<file path="src/rtl/rcm_pkg.sv">
// shared types, constants and control structs of the cell map mesher
// no dependencies
package rcm_pkg;

  localparam int MAX_COLUMNS = 1024;
  localparam int MAX_ROWS    = 1024;

  localparam int PIX_W   = 8;
  localparam int SIZE_W  = 11;
  localparam int SCALE_W = 23;
  localparam int COORD_W = 24;
  localparam int IDX_W   = 20;
  localparam int VIX_W   = IDX_W + 1;
  localparam int W_W     = 10;
  localparam int DD_W    = 9;
  localparam int Q_W     = COORD_W;
  localparam int FRAC_DROP = 8;

  localparam int PADDR_W = 4;
  localparam int PDATA_W = 32;

  localparam logic [PIX_W-1:0] PIX_THRESH = 8'd16;

  localparam int COL_W  = $clog2(MAX_COLUMNS);
  localparam int ROW_W  = $clog2(MAX_ROWS);
  localparam int CRD_W  = (COL_W > ROW_W) ? COL_W : ROW_W;
  localparam int CCL_W  = ($clog2(MAX_COLUMNS + 1) > SIZE_W) ? $clog2(MAX_COLUMNS + 1) : SIZE_W;
  localparam int RCL_W  = ($clog2(MAX_ROWS + 1) > SIZE_W) ? $clog2(MAX_ROWS + 1) : SIZE_W;
  localparam int SUM_W  = CRD_W + W_W;
  localparam int PROD_W = SUM_W + SCALE_W;
  localparam int DVD_W  = PROD_W - FRAC_DROP;
  localparam int DC_W   = (DVD_W > W_W + Q_W) ? DVD_W : W_W + Q_W;
  localparam int QC_W   = $clog2(Q_W);
  localparam int VRA_W  = $clog2(2 * MAX_COLUMNS);

  localparam logic [SIZE_W-1:0]  COLS_RESET  = 11'd256;
  localparam logic [SIZE_W-1:0]  ROWS_RESET  = 11'd256;
  localparam logic [SCALE_W-1:0] SCALE_RESET = 23'd25600;

  localparam logic KIND_VERTEX = 1'b0;
  localparam logic KIND_TRI    = 1'b1;

  typedef struct packed {
    logic [SIZE_W-1:0]  map_columns;
    logic [SIZE_W-1:0]  map_rows;
    logic [SCALE_W-1:0] mm_per_cell;
  } cfg_t;

  typedef enum logic [1:0] {
    REG_COLS,
    REG_ROWS,
    REG_SCALE
  } reg_idx_t;

  typedef enum logic {
    AX_X,
    AX_Y
  } axis_t;

  typedef enum logic [1:0] {
    RD_V,
    RD_N,
    RD_B
  } rd_sel_t;

  typedef enum logic [1:0] {
    CAP_NONE,
    CAP_V,
    CAP_N,
    CAP_B
  } cap_t;

  typedef enum logic [4:0] {
    S_IDLE,
    S_PIX,
    S_WIN,
    S_VSEL,
    S_SUMX,
    S_MULX,
    S_DIVX,
    S_WAITX,
    S_SUMY,
    S_MULY,
    S_DIVY,
    S_WAITY,
    S_WRV,
    S_RDV,
    S_RDN,
    S_RDB,
    S_CAPB,
    S_SEL,
    S_EMIT,
    S_WAIT,
    S_DONE
  } state_t;

  typedef struct packed {
    logic       accept;
    logic       window;
    logic       sum_en;
    logic       mul_en;
    logic       div_start;
    logic       store_en;
    axis_t      axis;
    logic       wr_vtx;
    rd_sel_t    rd_sel;
    cap_t       cap;
    logic       load_out;
    logic [1:0] ridx;
    logic       advance;
  } cmd_t;

  typedef struct packed {
    logic       win;
    logic       tri_ok;
    logic       vtx;
    logic       div_busy;
    logic [1:0] total;
  } stat_t;

endpackage

</file>
<file path="src/rtl/rcm_ctrl.sv">
// controller state machine sequencing one request through the datapath
// depends on rcm_pkg
module rcm_ctrl
  import rcm_pkg::*;
(
  input  logic  clk,
  input  logic  rst_n,
  input  logic  in_valid,
  output logic  in_ready,
  output logic  out_valid,
  input  logic  out_ready,
  input  stat_t stat,
  output cmd_t  cmd
);

  state_t     state_r, state_nxt;
  logic [1:0] k_r;
  logic       last_res;

  assign last_res = k_r == (stat.total - 2'd1);

  always_ff @(posedge clk) begin
    if (!rst_n) begin
      state_r <= S_IDLE;
      k_r     <= '0;
    end else begin
      state_r <= state_nxt;
      if (state_r == S_SEL) begin
        k_r <= '0;
      end else if (state_r == S_WAIT && out_ready) begin
        k_r <= k_r + 1'b1;
      end
    end
  end

  always_comb begin
    state_nxt = state_r;
    case (state_r)
      S_IDLE:  if (in_valid) state_nxt = S_PIX;
      S_PIX:   state_nxt = S_WIN;
      S_WIN:   state_nxt = S_VSEL;
      S_VSEL: begin
        if (!stat.win) state_nxt = S_DONE;
        else if (stat.vtx) state_nxt = S_SUMX;
        else state_nxt = S_WRV;
      end
      S_SUMX:  state_nxt = S_MULX;
      S_MULX:  state_nxt = S_DIVX;
      S_DIVX:  state_nxt = S_WAITX;
      S_WAITX: if (!stat.div_busy) state_nxt = S_SUMY;
      S_SUMY:  state_nxt = S_MULY;
      S_MULY:  state_nxt = S_DIVY;
      S_DIVY:  state_nxt = S_WAITY;
      S_WAITY: if (!stat.div_busy) state_nxt = S_WRV;
      S_WRV:   state_nxt = stat.tri_ok ? S_RDV : S_SEL;
      S_RDV:   state_nxt = S_RDN;
      S_RDN:   state_nxt = S_RDB;
      S_RDB:   state_nxt = S_CAPB;
      S_CAPB:  state_nxt = S_SEL;
      S_SEL:   state_nxt = (stat.total == 2'd0) ? S_DONE : S_EMIT;
      S_EMIT:  state_nxt = S_WAIT;
      S_WAIT:  if (out_ready) state_nxt = last_res ? S_DONE : S_EMIT;
      S_DONE:  state_nxt = S_IDLE;
      default: state_nxt = S_IDLE;
    endcase
  end

  always_comb begin
    cmd       = '0;
    cmd.ridx  = k_r;
    in_ready  = 1'b0;
    out_valid = 1'b0;
    case (state_r)
      S_IDLE: begin
        in_ready   = 1'b1;
        cmd.accept = in_valid;
      end
      S_WIN:   cmd.window = 1'b1;
      S_SUMX:  cmd.sum_en = 1'b1;
      S_MULX:  cmd.mul_en = 1'b1;
      S_DIVX:  cmd.div_start = 1'b1;
      S_WAITX: cmd.store_en = !stat.div_busy;
      S_SUMY: begin
        cmd.sum_en = 1'b1;
        cmd.axis   = AX_Y;
      end
      S_MULY: begin
        cmd.mul_en = 1'b1;
        cmd.axis   = AX_Y;
      end
      S_DIVY: begin
        cmd.div_start = 1'b1;
        cmd.axis      = AX_Y;
      end
      S_WAITY: begin
        cmd.store_en = !stat.div_busy;
        cmd.axis     = AX_Y;
      end
      S_WRV:   cmd.wr_vtx = 1'b1;
      S_RDV:   cmd.rd_sel = RD_V;
      S_RDN: begin
        cmd.rd_sel = RD_N;
        cmd.cap    = CAP_V;
      end
      S_RDB: begin
        cmd.rd_sel = RD_B;
        cmd.cap    = CAP_N;
      end
      S_CAPB:  cmd.cap = CAP_B;
      S_EMIT:  cmd.load_out = 1'b1;
      S_WAIT:  out_valid = 1'b1;
      S_DONE:  cmd.advance = 1'b1;
      default: ;
    endcase
  end

endmodule

</file>
<file path="config.mk">
export PLATFORM = sky130hd
export DESIGN_NAME = rcm_ctrl
export DESIGN_NICKNAME = d
export VERILOG_FILES = /design/src/rtl/rcm_pkg.sv /design/src/rtl/rcm_ctrl.sv
export SDC_FILE = /design/constraint.sdc
export NUM_CORES = 1
export LEC_CHECK = 0
export ABC_AREA = 1
export BUFFER_PORTS_ARGS = -buffer_cell sky130_fd_sc_hd__buf_2
export CORE_ASPECT_RATIO = 0.9
export CORE_MARGIN = 1.5
export CORE_UTILIZATION = 25
export DETAILED_ROUTE_END_ITERATION = 6
export PLACE_DENSITY = 0.55
export SYNTH_ARGS = -nofsm -noshare
export SYNTH_HDL_FRONTEND = slang
export SYNTH_SLANG_ARGS = --single-unit
</file>
<file path="constraint.sdc">
create_clock -name clk -period 2.2 [get_ports clk]
set_clock_uncertainty 0.15 [all_clocks]
set_input_delay 0.33 -clock clk [delete_from_list [all_inputs] [get_ports clk]]
set_output_delay 0.33 -clock clk [all_outputs]
set_load 0.005 [all_outputs]
</file>
==> results.cfg <==
[yosys]
ys_ff_latch = 7
synthCells = 125
synth.top_cell.area_share = 0.189
yosysUniqueCellTypes = 24
postSynthAreaPerCell_um2 = 5.94
ys_top_cells_by_area = dfxtp_1 (19%), nand2_1 (14%), inv_1 (8.1%)
yosysTopAreaCell = dfxtp_1
ys_warn_count = 0
synth_area_um2 = 742
seq_area_frac_synth = 0.189
syn_nets = 136

[floorplan]
start_util = 0.266
die-area_um2 = 3300
die_x_um = 60.4
ios = 28
die_y_um = 54.7
core_um2 = 2790
rows = 18

[pwr]
p_leak_nw = 0.510
power_density_nw_per_um2 = 527
vdd_drop_max_uv = 348

[clock_network]
clock_latency_ns = 0.26
hold_buffers = 0
clock-sinks = 7
cts-root-buf = clkbuf_4
cts_resized = 0
h-tree-depth = 1
clock_path_buffers = 2
post-cts-setup-buffers = 0
cts_buffers = 3
cts_tree = done
clk_pin_slew_ns = 0.06

[global_route]
grt_pass1_wl_um = 3330
grt_usage = 0.136
grt_max_degree = 11
grt_pass1_vias = 737
antenna_found_initial = 0
grt_overflow_total = 0

[drt]
first_pass_iters = 4
initialDrtViolationCount = 54
drt-total-wl_um = 1990
drc = 0
via_per_inst = 4.52
num_vias = 885
avgRoutedWirePerCell_um = 10.2
ant_nets = 0

[critical_path]
cp_top_family = flip-flops
critPathLaunchType = register
critical_path_required_ns = 1.72
cp_cell_sequence = nand2_1, nor2_2, inv_1, o21ai_0, buf_2
critPathMaxFanout = 6
slowest_delay_ns = 0.49
slowest_stage = dfxtp_1
path_buf_inv = 2
end_kind = output port
critPathKind = register to output port
cp.arrival_ns = 1.41

[timing]
finalCriticalPeriod_ns = 1.89
max_freq_ghz = 0.528
finalHoldViolations = 0
setup_tns_ns = 0
worstMarginPinSlew_ns = 0.298
grt_setup_unrepaired = false
report.final.slew_viol_count = 0
layout_worst_path_cycle_share = 0.861
setup_viol = 0
slew_headroom = 0.801

[finish]
diodes = 0
fin_util = 0.342
final_nets = 168
post-route-cell-area_um2 = 955
drive_gt1_frac = 0.378
layout-area-overhead-vs-synth_pct = 28.7
layout_common_cells = nand2_1 (27), buf_2 (27), inv_1 (16)

[placement]
dpl-instance-area_um2 = 927
place.gp.congestion = 0.787
io_buffers = 27
dp_hpwl_um = 1680

[min_path]
hold_class = input port to register

[run_status]
status = finished, final reports clean

[run]
maxCapViolations = 0
cells in the mapped netlist (all sizes together):
master,count
nor4,2
dfxtp,7
clkinv,1
nand2,35
nand4,1
a21oi,5
o31ai,1
o21ai,6
nor2,22
ha,1
nor3,7
inv,22
o211ai,1
nand3,14
final timing paths:
| check | from | end | slack (ns) | cells past startpoint |
|---|---|---|---|---|
| min reg2reg | k_r[1] | k_r[1] | 0.39 | 2 |
| max | state_r[3] | cmd[4] | 0.31 | 5 |
| max reg2reg | state_r[0] | state_r[3] | 0.71 | 9 |
| min | rst_n | state_r[4] | 0.17 | 3 |
routing by layer:
metal,global-route usage,part of all wire,up-vias
li1,-,-,462
met1,0.194,0.48,392
met2,0.197,0.45,29
met3,0.0496,0.072,2
met4,0.0217,0.0050,0
met5,0,0,-
kinds of logic (layout without fill, tap and decap cells):
kind of cell,count (synthesis),after routing,share of synthesized area
flip-flops,7,7,0.189
AND/OR/NAND/NOR,81,81,0.573
buffers and inverters,23,54,0.121
adder cells (fa/ha/maj),1,1,0.0169
AO/OA/AOI/OAI,13,13,0.0995
final cells by class:
class	instances	area, µm²
well taps	40	50.0
clock buffers	3	22.5
inverters	23	90.1
repair buffers	27	135
clock inverters	1	5.00
multi-input cells	95	512
flip-flops and latches	7	140
fillers	329	1840
per-stage QoR:
step           total power, mW  cells  setup slack [ns]  hold WS (ns)
6_report                 0.504    196             0.305         0.166
5_1_grt                  0.542    196             0.161         0.195
4_1_cts                  0.505    196             0.309         0.158
3_5_place_dp             0.378    192             0.594         0.378
3_3_place_gp             0.378    192             0.603         0.374
2_1_floorplan            0.315    125             0.786         0.284
state kept, by name, indices dropped and copies added (netlist names):
register  cells
k_r           2
state_r       5
where the power goes:
part / internal [mW] / leakage (nW) / total, mW / switching (mW)
registers: 0.138 / 0.0569 / 0.161 / 0.0223
clock network: 0.0671 / 0.0177 / 0.126 / 0.0592
logic: 0.0778 / 0.435 / 0.217 / 0.139
total: 0.283 / 0.510 / 0.504 / 0.220
tightest hold or removal path: cells and delay by family:
| family | cells | cell delay (ns) |
|---|---|---|
| buffers and inverters | 2 | 0.15 |
| AO/OA/AOI/OAI | 1 | 0.07 |
No activity file was read; power rests on OpenSTA's default activity.
